<file path="config.mk">
export PLATFORM = sky130hd
export DESIGN_NAME = fixed_pool_free_list_allocator_top
export DESIGN_NICKNAME = d
export VERILOG_FILES = /design/src/rtl/fpfl_pkg.sv /design/src/rtl/fpfl_alu.sv /design/src/rtl/fixed_pool_free_list_allocator_top.sv
export VERILOG_INCLUDE_DIRS = /design/src /design/src/rtl
export SDC_FILE = /design/constraint.sdc
export NUM_CORES = 2
export LEC_CHECK = 0
export ABC_AREA = 1
export BUFFER_PORTS_ARGS = -buffer_cell sky130_fd_sc_hd__buf_2
export CORE_ASPECT_RATIO = 1.25
export CORE_MARGIN = 1.5
export CORE_UTILIZATION = 55
export CTS_BUF_LIST = sky130_fd_sc_hd__clkbuf_4
export CTS_CLUSTER_SIZE = 40
export DETAILED_ROUTE_END_ITERATION = 10
export HOLD_SLACK_MARGIN = 0.12
export PLACE_DENSITY = 0.73
export SLEW_MARGIN = 10
export SYNTH_ARGS = -nofsm -noshare
export SYNTH_HDL_FRONTEND = slang
export SYNTH_SLANG_ARGS = --single-unit
</file>
<file path="constraint.sdc">
create_clock -name clock -period 9.1 [get_ports clock]
set_clock_uncertainty 0.15 [all_clocks]
set_input_delay 1.82 -clock clock [delete_from_list [all_inputs] [get_ports clock]]
set_output_delay 1.82 -clock clock [all_outputs]
set_load 0.01 [all_outputs]
</file>
<file path="src/rtl/assert_macros.svh">
// assertion macros shared by the rtl
`ifndef ASSERT_MACROS_SVH
`define ASSERT_MACROS_SVH

`ifndef NO_ASSERTIONS

`define FPFL_ASSERT(label, prop, msg) \
   label: assert property (@(posedge clock) disable iff (reset) prop) else $error(msg);

`define FPFL_ASSERT_ALWAYS(label, prop, msg) \
   label: assert property (@(posedge clock) prop) else $error(msg);

`else

`define FPFL_ASSERT(label, prop, msg)

`define FPFL_ASSERT_ALWAYS(label, prop, msg)

`endif

`endif

</file>
<file path="src/rtl/fpfl_pkg.sv">
package fpfl_pkg;

   localparam int KIND_W    = 2;
   localparam int INDEX_W   = 8;
   localparam int PROBE_W   = 24;
   localparam int STATUS_W  = 2;
   localparam int GOFF_W    = 20;
   localparam int BYTES_W   = 13;
   localparam int COUNT_W   = 9;
   localparam int SPAN_W    = 21;
   localparam int ALU_W     = 24;
   localparam int STEP_W    = 5;
   localparam int MUL_STEPS = 9;
   localparam int REM_STEPS = 24;
   localparam int LINK_MAX  = 256;

   localparam logic [KIND_W-1:0] KIND_ALLOC = 2'd0;
   localparam logic [KIND_W-1:0] KIND_FREE  = 2'd1;
   localparam logic [KIND_W-1:0] KIND_RESET = 2'd2;
   localparam logic [KIND_W-1:0] KIND_CHECK = 2'd3;

   localparam logic [STATUS_W-1:0] STATUS_OK        = 2'd0;
   localparam logic [STATUS_W-1:0] STATUS_EXHAUSTED = 2'd1;
   localparam logic [STATUS_W-1:0] STATUS_RANGE     = 2'd2;

   localparam logic CSR_SLOT_BYTES   = 1'b0;
   localparam logic CSR_SLOTS_IN_USE = 1'b1;

   localparam logic [BYTES_W-1:0] BYTES_MIN   = 13'd8;
   localparam logic [BYTES_W-1:0] BYTES_MAX   = 13'd4096;
   localparam logic [BYTES_W-1:0] BYTES_RESET = 13'd16;
   localparam logic [COUNT_W-1:0] SLOTS_RESET = 9'd256;

   typedef enum logic {
      ALU_MUL,
      ALU_REM
   } alu_op_type;

   typedef struct packed {
      logic                start;
      alu_op_type          op;
      logic [ALU_W-1:0]    a;
      logic [BYTES_W-1:0]  b;
   } alu_cmd_type;

   typedef struct packed {
      logic                done;
      logic [ALU_W-1:0]    result;
   } alu_rsp_type;

endpackage

</file>
<file path="src/rtl/fpfl_alu.sv">
module fpfl_alu (
   input  logic                  clock,
   input  logic                  reset,
   input  fpfl_pkg::alu_cmd_type cmd,
   output fpfl_pkg::alu_rsp_type rsp
);

   logic                             busy_ff, busy_in;
   logic                             done_ff, done_in;
   fpfl_pkg::alu_op_type             op_ff, op_in;
   logic [fpfl_pkg::STEP_W-1:0]      cnt_ff, cnt_in;
   logic [fpfl_pkg::ALU_W-1:0]       acc_ff, acc_in;
   logic [fpfl_pkg::ALU_W-1:0]       sh_ff, sh_in;
   logic [fpfl_pkg::ALU_W-1:0]       mc_ff, mc_in;
   logic [fpfl_pkg::BYTES_W-1:0]     b_ff, b_in;

   logic [fpfl_pkg::BYTES_W:0]       trial;
   logic [fpfl_pkg::ALU_W-1:0]       add_x;
   logic [fpfl_pkg::ALU_W-1:0]       add_y;
   logic                             add_cin;
   logic [fpfl_pkg::ALU_W:0]         sum;
   logic                             last;

   // one shared adder: shift-add multiply or restoring remainder
   always_comb begin
      trial   = {acc_ff[fpfl_pkg::BYTES_W-1:0], sh_ff[fpfl_pkg::ALU_W-1]};
      add_cin = (op_ff == fpfl_pkg::ALU_REM);
      if (op_ff == fpfl_pkg::ALU_MUL) begin
         add_x = acc_ff;
         add_y = mc_ff;
      end else begin
         add_x = fpfl_pkg::ALU_W'(trial);
         add_y = ~(fpfl_pkg::ALU_W'(b_ff));
      end
      sum  = {1'b0, add_x} + {1'b0, add_y} + (fpfl_pkg::ALU_W + 1)'(add_cin);
      last = (op_ff == fpfl_pkg::ALU_MUL)
           ? (cnt_ff == fpfl_pkg::STEP_W'(fpfl_pkg::MUL_STEPS - 1))
           : (cnt_ff == fpfl_pkg::STEP_W'(fpfl_pkg::REM_STEPS - 1));
   end

   always_comb begin
      busy_in = busy_ff;
      done_in = 1'b0;
      op_in   = op_ff;
      cnt_in  = cnt_ff;
      acc_in  = acc_ff;
      sh_in   = sh_ff;
      mc_in   = mc_ff;
      b_in    = b_ff;
      if (cmd.start) begin
         busy_in = 1'b1;
         op_in   = cmd.op;
         cnt_in  = '0;
         acc_in  = '0;
         sh_in   = cmd.a;
         mc_in   = fpfl_pkg::ALU_W'(cmd.b);
         b_in    = cmd.b;
      end else if (busy_ff) begin
         cnt_in = cnt_ff + 1'b1;
         if (op_ff == fpfl_pkg::ALU_MUL) begin
            acc_in = sh_ff[0] ? sum[fpfl_pkg::ALU_W-1:0] : acc_ff;
            mc_in  = mc_ff << 1;
            sh_in  = sh_ff >> 1;
         end else begin
            acc_in = sum[fpfl_pkg::ALU_W] ? sum[fpfl_pkg::ALU_W-1:0]
                                          : fpfl_pkg::ALU_W'(trial);
            sh_in  = sh_ff << 1;
         end
         if (last) begin
            busy_in = 1'b0;
            done_in = 1'b1;
         end
      end
   end

   always_ff @(posedge clock) begin
      if (reset) begin
         busy_ff <= 1'b0;
         done_ff <= 1'b0;
         op_ff   <= fpfl_pkg::ALU_MUL;
         cnt_ff  <= '0;
      end else begin
         busy_ff <= busy_in;
         done_ff <= done_in;
         op_ff   <= op_in;
         cnt_ff  <= cnt_in;
      end
      acc_ff <= acc_in;
      sh_ff  <= sh_in;
      mc_ff  <= mc_in;
      b_ff   <= b_in;
   end

   assign rsp.done   = done_ff;
   assign rsp.result = acc_ff;

endmodule

</file>
<file path="src/rtl/fixed_pool_free_list_allocator_top.sv">
// channel  | dir | tvalid/tready        | tdata / tuser (lsb first)
// req      | in  | req_tvalid/tready    | tdata: slot_index, probe_offset; tuser: kind
// rsp      | out | rsp_tvalid/tready    | tdata: status, granted_index, granted_offset,
//          |     |                      |        offset_valid, zero pad
// csr      | in  | csr_we               | csr_addr, csr_wdata
// one transaction at a time; req_tready is high only while the sequencer is idle
// allocate: watermark or list pop (link read), then multiply; straight to done if exhausted
// free, reset: straight to done; check: 9-step span multiply, then 24-step remainder
// one shared shift-add/subtract unit does all of these; rsp is a held output register
// synchronous active-high reset; link memory holds no reset and needs no clearing pass
// a stalled rsp holds the finished result while the next request is already taken
`include "assert_macros.svh"

module fixed_pool_free_list_allocator_top #(
   parameter int POOL_SLOTS = 256
) (
   input  logic        clock,
   input  logic        reset,
   input  logic        req_tvalid,
   output logic        req_tready,
   input  logic [31:0] req_tdata,   // slot_index[7:0], probe_offset[31:8]
   input  logic [1:0]  req_tuser,   // kind[1:0]
   output logic        rsp_tvalid,
   input  logic        rsp_tready,
   output logic [31:0] rsp_tdata,   // status[1:0], granted_index[9:2],
                                    // granted_offset[29:10], offset_valid[30], pad[31]
   input  logic        csr_we,
   input  logic        csr_addr,
   input  logic [12:0] csr_wdata
);

   localparam int LIM   = (POOL_SLOTS < fpfl_pkg::LINK_MAX) ? POOL_SLOTS : fpfl_pkg::LINK_MAX;
   localparam int IDX_W = $clog2(LIM);

   typedef enum logic [2:0] {
      S_IDLE,
      S_POP,
      S_MUL_WAIT,
      S_SPAN_WAIT,
      S_REM_WAIT,
      S_DONE
   } state_type;

   state_type                          state_ff, state_in;
   logic [fpfl_pkg::KIND_W-1:0]        kind_ff, kind_in;
   logic [fpfl_pkg::PROBE_W-1:0]       probe_ff, probe_in;
   logic [IDX_W-1:0]                   head_ff, head_in;
   logic                               nonempty_ff, nonempty_in;
   logic [fpfl_pkg::COUNT_W-1:0]       wm_ff, wm_in;
   logic [fpfl_pkg::STATUS_W-1:0]      status_ff, status_in;
   logic [fpfl_pkg::INDEX_W-1:0]       gidx_ff, gidx_in;
   logic [fpfl_pkg::GOFF_W-1:0]        goff_ff, goff_in;
   logic                               valid_ff, valid_in;
   logic [fpfl_pkg::SPAN_W-1:0]        span_ff, span_in;
   logic                               rsp_valid_ff, rsp_valid_in;
   logic [31:0]                        rsp_data_ff, rsp_data_in;
   logic [fpfl_pkg::BYTES_W-1:0]       slot_bytes_ff, slot_bytes_in;
   logic [fpfl_pkg::COUNT_W-1:0]       slots_in_use_ff, slots_in_use_in;
   fpfl_pkg::alu_cmd_type              alu_cmd_ff, alu_cmd_in;
   fpfl_pkg::alu_rsp_type              alu_rsp;

   logic [IDX_W:0]                     link_mem [LIM];
   logic [IDX_W:0]                     rd_word_ff;
   logic                               mem_we;
   logic [IDX_W-1:0]                   mem_addr;

   logic [fpfl_pkg::BYTES_W-1:0]       bytes_eff;
   logic [fpfl_pkg::COUNT_W-1:0]       n_eff;
   logic [fpfl_pkg::INDEX_W-1:0]       req_index;
   logic [fpfl_pkg::PROBE_W-1:0]       req_probe;
   logic                               req_fire;
   logic                               idx_ok;
   logic                               alu_wait;
   logic                               pop_ok;

   fpfl_alu u_alu (
      .clock (clock),
      .reset (reset),
      .cmd   (alu_cmd_ff),
      .rsp   (alu_rsp)
   );

   assign req_index  = req_tdata[7:0];
   assign req_probe  = req_tdata[31:8];
   assign req_tready = (state_ff == S_IDLE);
   assign req_fire   = req_tvalid && req_tready;
   assign rsp_tvalid = rsp_valid_ff;
   assign rsp_tdata  = rsp_data_ff;

   always_comb begin
      priority if (slot_bytes_ff < fpfl_pkg::BYTES_MIN) begin
         bytes_eff = fpfl_pkg::BYTES_MIN;
      end else if (slot_bytes_ff > fpfl_pkg::BYTES_MAX) begin
         bytes_eff = fpfl_pkg::BYTES_MAX;
      end else begin
         bytes_eff = slot_bytes_ff;
      end
      n_eff  = (slots_in_use_ff > fpfl_pkg::COUNT_W'(LIM)) ? fpfl_pkg::COUNT_W'(LIM)
                                                            : slots_in_use_ff;
      idx_ok = ({1'b0, req_index} < n_eff);
   end

   assign mem_we   = req_fire && (req_tuser == fpfl_pkg::KIND_FREE) && idx_ok;
   assign mem_addr = req_index[IDX_W-1:0];

   always_ff @(posedge clock) begin
      if (mem_we) begin
         link_mem[mem_addr] <= {~nonempty_ff, head_ff};
      end
      rd_word_ff <= link_mem[head_ff];
   end

   always_comb begin
      state_in        = state_ff;
      kind_in         = kind_ff;
      probe_in        = probe_ff;
      head_in         = head_ff;
      nonempty_in     = nonempty_ff;
      wm_in           = wm_ff;
      status_in       = status_ff;
      gidx_in         = gidx_ff;
      goff_in         = goff_ff;
      valid_in        = valid_ff;
      span_in         = span_ff;
      rsp_data_in     = rsp_data_ff;
      rsp_valid_in    = rsp_valid_ff && !rsp_tready;
      slot_bytes_in   = slot_bytes_ff;
      slots_in_use_in = slots_in_use_ff;
      alu_cmd_in      = alu_cmd_ff;
      alu_cmd_in.start = 1'b0;

      if (csr_we) begin
         unique case (csr_addr)
            fpfl_pkg::CSR_SLOT_BYTES:   slot_bytes_in   = csr_wdata;
            fpfl_pkg::CSR_SLOTS_IN_USE: slots_in_use_in = csr_wdata[fpfl_pkg::COUNT_W-1:0];
            default: ;
         endcase
      end

      unique case (state_ff)
         S_IDLE: begin
            if (req_tvalid) begin
               kind_in   = req_tuser;
               probe_in  = req_probe;
               status_in = fpfl_pkg::STATUS_OK;
               gidx_in   = '0;
               goff_in   = '0;
               valid_in  = 1'b0;
               unique case (req_tuser)
                  fpfl_pkg::KIND_ALLOC: begin
                     if (nonempty_ff) begin
                        state_in = S_POP;
                     end else if (wm_ff < n_eff) begin
                        gidx_in          = wm_ff[fpfl_pkg::INDEX_W-1:0];
                        wm_in            = wm_ff + 1'b1;
                        alu_cmd_in.start = 1'b1;
                        alu_cmd_in.op    = fpfl_pkg::ALU_MUL;
                        alu_cmd_in.a     = fpfl_pkg::ALU_W'(wm_ff);
                        alu_cmd_in.b     = bytes_eff;
                        state_in         = S_MUL_WAIT;
                     end else begin
                        status_in = fpfl_pkg::STATUS_EXHAUSTED;
                        state_in  = S_DONE;
                     end
                  end
                  fpfl_pkg::KIND_FREE: begin
                     if (idx_ok) begin
                        head_in     = req_index[IDX_W-1:0];
                        nonempty_in = 1'b1;
                     end else begin
                        status_in = fpfl_pkg::STATUS_RANGE;
                     end
                     state_in = S_DONE;
                  end
                  fpfl_pkg::KIND_RESET: begin
                     head_in     = '0;
                     nonempty_in = 1'b0;
                     wm_in       = '0;
                     state_in    = S_DONE;
                  end
                  fpfl_pkg::KIND_CHECK: begin
                     alu_cmd_in.start = 1'b1;
                     alu_cmd_in.op    = fpfl_pkg::ALU_MUL;
                     alu_cmd_in.a     = fpfl_pkg::ALU_W'(n_eff);
                     alu_cmd_in.b     = bytes_eff;
                     state_in         = S_SPAN_WAIT;
                  end
                  default: state_in = S_DONE;
               endcase
            end
         end
         S_POP: begin
            gidx_in = fpfl_pkg::INDEX_W'(head_ff);
            if (rd_word_ff[IDX_W]) begin
               nonempty_in = 1'b0;
            end else begin
               head_in = rd_word_ff[IDX_W-1:0];
            end
            alu_cmd_in.start = 1'b1;
            alu_cmd_in.op    = fpfl_pkg::ALU_MUL;
            alu_cmd_in.a     = fpfl_pkg::ALU_W'(head_ff);
            alu_cmd_in.b     = bytes_eff;
            state_in         = S_MUL_WAIT;
         end
         S_MUL_WAIT: begin
            if (alu_rsp.done) begin
               goff_in  = alu_rsp.result[fpfl_pkg::GOFF_W-1:0];
               state_in = S_DONE;
            end
         end
         S_SPAN_WAIT: begin
            if (alu_rsp.done) begin
               span_in          = alu_rsp.result[fpfl_pkg::SPAN_W-1:0];
               alu_cmd_in.start = 1'b1;
               alu_cmd_in.op    = fpfl_pkg::ALU_REM;
               alu_cmd_in.a     = probe_ff;
               alu_cmd_in.b     = bytes_eff;
               state_in         = S_REM_WAIT;
            end
         end
         S_REM_WAIT: begin
            if (alu_rsp.done) begin
               valid_in = (probe_ff < fpfl_pkg::PROBE_W'(span_ff)) && (alu_rsp.result == '0);
               state_in = S_DONE;
            end
         end
         S_DONE: begin
            if (!rsp_valid_ff || rsp_tready) begin
               rsp_valid_in = 1'b1;
               rsp_data_in  = {1'b0, valid_ff, goff_ff, gidx_ff, status_ff};
               state_in     = S_IDLE;
            end
         end
         default: state_in = S_IDLE;
      endcase
   end

   always_ff @(posedge clock) begin
      if (reset) begin
         state_ff         <= S_IDLE;
         head_ff          <= '0;
         nonempty_ff      <= 1'b0;
         wm_ff            <= '0;
         rsp_valid_ff     <= 1'b0;
         slot_bytes_ff    <= fpfl_pkg::BYTES_RESET;
         slots_in_use_ff  <= fpfl_pkg::SLOTS_RESET;
         alu_cmd_ff.start <= 1'b0;
      end else begin
         state_ff         <= state_in;
         head_ff          <= head_in;
         nonempty_ff      <= nonempty_in;
         wm_ff            <= wm_in;
         rsp_valid_ff     <= rsp_valid_in;
         slot_bytes_ff    <= slot_bytes_in;
         slots_in_use_ff  <= slots_in_use_in;
         alu_cmd_ff.start <= alu_cmd_in.start;
      end
      kind_ff         <= kind_in;
      probe_ff        <= probe_in;
      status_ff       <= status_in;
      gidx_ff         <= gidx_in;
      goff_ff         <= goff_in;
      valid_ff        <= valid_in;
      span_ff         <= span_in;
      rsp_data_ff     <= rsp_data_in;
      alu_cmd_ff.op   <= alu_cmd_in.op;
      alu_cmd_ff.a    <= alu_cmd_in.a;
      alu_cmd_ff.b    <= alu_cmd_in.b;
   end

   assign alu_wait = (state_ff == S_MUL_WAIT) || (state_ff == S_SPAN_WAIT) ||
                     (state_ff == S_REM_WAIT);
   assign pop_ok   = (kind_ff == fpfl_pkg::KIND_ALLOC) && nonempty_ff;

   `FPFL_ASSERT(a_wm_bound, (wm_ff <= fpfl_pkg::COUNT_W'(LIM)), "watermark past pool depth")
   `FPFL_ASSERT(a_done_in_wait, alu_rsp.done |-> alu_wait, "alu done outside wait")
   `FPFL_ASSERT(a_busy_after_fire, req_fire |=> !req_tready, "ready right after a taken request")
   `FPFL_ASSERT(a_pop_kind, (state_ff == S_POP) |-> pop_ok, "pop without allocate")

endmodule
</file>
-- After elaboration in Yosys (flattened, before gate mapping)
Memories as Yosys holds them, arrays and structs flattened. A register that Yosys moved wholly into a read port is not among the register bits.
Cells that the tools add are included.
- register bits: 283
- RAM bits: 2304
- input bits: 53
- word-level logic and storage cells: 172
- memories: 1
- memory list (name ; depth ; width ; read ports ; clocked after Yosys merged registers in ; write ports ; line ; source):
    link_mem ; 256 ; 9 ; 1 ; 1 ; 1 ; fixed_pool_free_list_allocator_top.sv:62 ; logic [IDX_W:0] link_mem [LIM];
- $add $sub $neg: 4
- $lt $le $gt $ge: 6
- eq/ne operators: 26
- muxes and demuxes: 65
- bitwise logic cells: 5
- reduce and logical (&&, ||, !) cells: 38
- operator list (cell ; number):
    24-bit 2-to-1 mux ; 8
    39-bit 2-to-1 mux ; 4
    39-bit one-hot mux with 3 select lines ; 1
    39-bit one-hot mux with 2 select lines ; 1
    13-bit 2-to-1 mux ; 5
    8-bit 2-to-1 mux ; 7
    8-bit one-hot mux with 2 select lines ; 3
    20-bit 2-to-1 mux ; 2
    20-bit one-hot mux with 2 select lines ; 1
    9-bit 2-to-1 mux ; 3
    24-bit by 24-bit adder with 25-bit output ; 1
    25-bit by 1-bit adder with 25-bit output ; 1
    24-bit logical NOT ; 1
    24-bit by 21-bit < comparator with 1-bit output ; 1
    13-bit inverter with 24-bit output ; 1
    3-bit 2-to-1 mux ; 6
    9-bit one-hot mux with 2 select lines ; 1
    2-bit AND reduction ; 9
    1-bit 2-to-1 mux ; 16
    3-bit one-hot mux with 5 select lines ; 1
    5-bit AND reduction ; 3
    2-bit != test, second input constant ; 7
    13-bit greater-than comparator, second input constant ; 1
    13-bit by 4-bit < comparator with 1-bit output, second input constant ; 1
    other kinds (32) ; 59

-- Longest topological paths before layout
- word-level depth: 8
- depth in mapped cells: 20
- depth with buffers taken out: 17

-- By module
A second synthesis with hierarchy kept.
- cells, all modules: 9408
- area total of the unflattened synthesis: 107610.7 um2
- modules (own cells, without submodules) (module ; instances ; cells an instance ; area each (um2) ; seq. area each (um2)):
    fixed_pool_free_list_allocator_top ; 1 ; 8582 ; 101564.9 ; 74621.6
    fpfl_alu ; 1 ; 826 ; 6045.8 ; 2362.3

-- Worst setup path after synthesis
No wires, ideal clock.
- path kind: reg-to-reg
- from: register head_ff[1]
- to: register rd_word_ff[4], read port of link_mem
- setup time: 0.113 ns
- data arrival time: 5.170 ns
- required time: 8.837 ns
- slack: 3.667 ns
- stages on the path, launching flop included: 13
- buffers on the path: 3
- clock period less this slack: 5.433 ns
- cells stage by stage: dfxtp_1 -> buf_2 -> clkbuf_1 -> buf_1 -> nand3_1 -> nand3_1 -> nand3_1 -> nand3_1 -> nand3_1 -> nand3_1 -> nand2_1 -> nand2_1 -> nand2_1
- RTL lines (what ; line ; source):
    start: declaration ; fixed_pool_free_list_allocator_top.sv:47 ; logic [IDX_W-1:0] head_ff, head_in;
    start signal: assignment ; fixed_pool_free_list_allocator_top.sv:250 ; head_ff <= head_in;
    end: declaration ; fixed_pool_free_list_allocator_top.sv:63 ; logic [IDX_W:0] rd_word_ff;

-- Final worst setup path
- from: register slots_in_use_ff[4] (netlist bit)
- to: memory link_mem[32][1] (netlist bit), enable pin
- longest elaborated chain between the ends: 6
- RTL lines (what ; line ; source):
    start: declaration ; fixed_pool_free_list_allocator_top.sv:58 ; logic [fpfl_pkg::COUNT_W-1:0] slots_in_use_ff, slots_in_use_in;
    start signal: assignment ; fixed_pool_free_list_allocator_top.sv:246 ; slots_in_use_ff <= fpfl_pkg::SLOTS_RESET;
    start signal: assignment ; fixed_pool_free_list_allocator_top.sv:255 ; slots_in_use_ff <= slots_in_use_in;
    9-bit greater-than comparator ; fixed_pool_free_list_allocator_top.sv:98 ; n_eff = (slots_in_use_ff > fpfl_pkg::COUNT_W'(LIM)) ? fpfl_pkg::COUNT_W'(LIM)
    9-bit 2-to-1 mux * ; fixed_pool_free_list_allocator_top.sv:98 ;
    8-bit by 9-bit < comparator with 1-bit output * ; fixed_pool_free_list_allocator_top.sv:100 ; idx_ok = ({1'b0, req_index} < n_eff);
    1-bit logical AND * ; fixed_pool_free_list_allocator_top.sv:103 ; assign mem_we = req_fire && (req_tuser == fpfl_pkg::KIND_FREE) && idx_ok;
    1-bit 2-to-1 mux * ; fixed_pool_free_list_allocator_top.sv:107 ; if (mem_we) begin
    1-bit 2-to-1 mux (implied by the code) * ; fixed_pool_free_list_allocator_top.sv:108 ; link_mem[mem_addr] <= {~nonempty_ff, head_ff};
    end: declaration ; fixed_pool_free_list_allocator_top.sv:62 ;
Mark *: on every way between the ends. The rest lies on a longest branch, timed or not.

==> impl_metrics.toml <==
[sta]
setup_viol = 0
slew_violations = 0
post-route-min-period_ns = 4.80
max-slew-margin-rel = 0.159
finalCritPeriodShare = 0.527
hold_violations = 0
fin_ws_ns = 4.30
tns_ns = 0
worst_pin_slew_ns = 1.25
fmax_ghz = 0.208
timing.hold.ws_ns = 0.257
grt_setup_unrepaired = "false"

[synth]
synth_compound_area_frac = 0.0153
synth_fp_nets = 9429
synth-simple-area-share = 0.226
synth.area.mux_share = 0
synthXorXnorAreaFrac = 0.00115
async_flop_share = 0
synth-edff-count = 2499
synth_cell_types = 47
syn_avg_cell_area_um2 = 11.5
synth_area_um2 = 107000
ys_ff_latch = 2596
synth_flop_cell = "edfxtp_1"
syn_inst = 9310
yosys_warnings = 0
synth_fa_ha_area_frac = 0.00785
synth_top_family_by_area = "simple AND/OR/NAND/NOR gates"
synth_seq_area_share = 0.719

[global_route]
use_met3 = 0.0576
use_met2 = 0.453
grtUsageMet1 = 0.356
grt_pass1_wl_um = 417000
grt_pass1_vias = 71400
track_usage = 0.280
busiest_layer = "met2"
grt_remaining_overflow = 0
grt_max_degree = 229
antenna_found_initial = 7

[route]
wl_um = 279000
drt.antenna.violating_nets = 0
drtIter0Drc = 9683
dr.pass1.iters = 9
route.detailed.drc = 0
routed_via_density = 5.89
wire_per_inst_um = 22.3
vias = 73700

[worst_setup_path]
required_ns = 9.95
cp.depth = 13
crit_buf_inv = 1
reg2reg_depth = 13
critPathTopFamily = "simple AND/OR/NAND/NOR gates"
cp-start-kind = "flop"
crit_top_cell = "nand2_1"
slowest_stage = "nor2_1"
crit_type = "reg2reg"
critPathArrivalTime_ns = 5.65
path_cells = "nor4_1, nand3_1, nand2_1, nand2_1, ha_1, a21oi_1, o21ai_0, nand2_1, nand3_1, nor3_4, buf_4, nand4_1, nor2_1"
crit_path_end_kind = "flop"
max_stage_delay_ns = 0.97
cp_max_fo = 16

[cts]
cts_buffers = 610
cts_hold_buf = 0
h-tree-depth = 6
clock-sinks = 2596
cts_tree = "built"
insertion_delay_ns = 1.40
cts_resized = 0
cts_setup_buffers = 0
clk_pin_slew_worst_paths_ns = 0.08
cts_root_buf = "clkbuf_4"
clk_path_buf_depth = 4

[power]
ir_worst_vdd_uv = 251
pwr-share-clk = 0.278
power.density_nw_per_um2 = 281
p_sw_w = 0.0114
seq_power_share = 0.455
switching_share = 0.348
power_w = 0.0329
intPower_w = 0.0214
pwr-share-comb = 0.267
p_leak_nw = 41.9

[layout]
layout_commonest_cell = "nand2_1"
nets = 9630
layout_common_cells = "2701 x nand2_1, 2499 x edfxtp_1, 2348 x nand3_1"
drive_gt1_frac = 0.119
design_area_um2 = 117000
area_delta_synth_final_pct = 9.07

[floorplan]
fp.dieW_um = 398
core_region_area_um2 = 193000
core.rowCount = 180
die_area_um2 = 197000
fp.dieH_um = 496
initial_core_util = 0.555
io_pins = 87

[placed_design]
place_area_um2 = 109000
dp_slack_ns = 3.15
routabilityCongestion = 0.965
dp_hpwl_um = 164000
io_buffers = 85

[worst_hold_path]
min_path_type = "reg2reg"
whs_path_depth = 0

[flow_run]
drv_cap = 0

[outcome]
status = "completed"
==> sequential cells by signal, indices dropped and copies added (netlist names), 9 cells and up <==
| signal | count |
|---|---|
| rsp_tdata | 31 |
| alu_cmd_ff | 39 |
| span_ff | 21 |
| u_alu.mc_ff | 24 |
| probe_ff | 24 |
| goff_ff | 20 |
| rd_word_ff | 9 |
| u_alu.acc_ff | 24 |
| u_alu.b_ff | 13 |
| slot_bytes_ff | 13 |
| u_alu.sh_ff | 24 |
| slots_in_use_ff | 9 |
| link_mem | 2304 |
| wm_ff | 9 |
==> metrics by stage <==
| step | std cells | util |
|---|---|---|
| 2_1_floorplan | 9310 | - |
| 3_3_place_gp | 11400 | 0.566 |
| 3_5_place_dp | 11400 | 0.566 |
| 4_1_cts | 12500 | 0.605 |
| 5_1_grt | 12500 | 0.605 |
| 6_report | 12500 | 0.605 |
==> routing by layer <==
metal  vias up  wire length [um]
met3       822             26900
met1     34900            104000
met5         -               253
met2      4175            133000
met4         8             15000
li1      33800                 -
==> power by group through the flow <==
| stage | logic (W) | registers [W] | clock network [W] |
|---|---|---|---|
| final | 0.00877 | 0.0150 | 0.00914 |
| after global routing | 0.00948 | 0.0150 | 0.00986 |
| after CTS | 0.00862 | 0.0150 | 0.00928 |
| after detailed placement | 0.00859 | 0.0152 | 0 |
| after global placement | 0.00844 | 0.0152 | 0 |
| after floorplan | 0.00531 | 0.0156 | 0 |
==> final cells by class <==
type	count	area [um^2]
clock inverter	176	956
timing repair buffer	183	1360
clock buffer	878	6590
antenna	13	32.5
fill	15200	76200
tap	2548	3190
sequential	2596	77000
inverter	196	772
multi-input combinational	5924	26900
==> worst register-to-register path, stage by stage, from the launching register on <==
cell and delay, ns:
dfxtp_1 0.33, nor4_1 0.30, nand3_1 0.11, nand2_1 0.11, nand2_1 0.14, ha_1 0.33
a21oi_1 0.15, o21ai_0 0.11, nand2_1 0.07, nand3_1 0.18, nor3_4 0.17, buf_4 0.36
nand4_1 0.95, nor2_1 0.98
==> cell usage after synthesis (5+ instances only) <==
master / count / area [um^2]
nand2_1: 2717 / 10200
edfxtp_1: 2499 / 75000
nand3_1: 2348 / 11800
nor2_1: 378 / 1420
clkbuf_1: 337 / 1260
inv_1: 185 / 694
buf_2: 175 / 876
a21oi_1: 124 / 621
o21ai_0: 105 / 526
dfxtp_1: 97 / 1940
buf_1: 68 / 255
ha_1: 64 / 801
nor3_1: 51 / 255
nand4_1: 23 / 144
o221ai_1: 22 / 193
buf_6: 12 / 135
or2_2: 11 / 68.8
o221a_2: 10 / 113
nand4_4: 9 / 191
xnor2_1: 9 / 78.8
o21bai_1: 8 / 60.1
inv_2: 6 / 22.5
nor4_1: 6 / 37.5
clkinv_1: 5 / 18.8
o211ai_1: 5 / 37.5
xor2_1: 5 / 43.8
==> worst paths after layout <==
path / start / to / slack, ns
min: goff_ff[5]$_SDFFCE_PN0P_ / rsp_tdata[15]$_DFFE_PP_ / 0.26
max reg2reg: slots_in_use_ff[4]$_SDFFE_PP0P_ / link_mem[32][1]$_DFFE_PP_ / 4.30
max: slots_in_use_ff[4]$_SDFFE_PP0P_ / link_mem[32][1]$_DFFE_PP_ / 4.30
min reg2reg: goff_ff[5]$_SDFFCE_PN0P_ / rsp_tdata[15]$_DFFE_PP_ / 0.26
==> kinds of logic (layout without fill, tap and decap cells) <==
logic type               count (synthesis)  in the layout
adder cells (fa/ha/maj)                 66             66
AND/OR/NAND/NOR                       5557           5557
AO/OA/AOI/OAI                          286            286
other                                    1             14
flip-flops                            2596           2596
XOR/XNOR                                14             14
buffers and inverters                  790           1433
(Power assumes the default switching activity.)
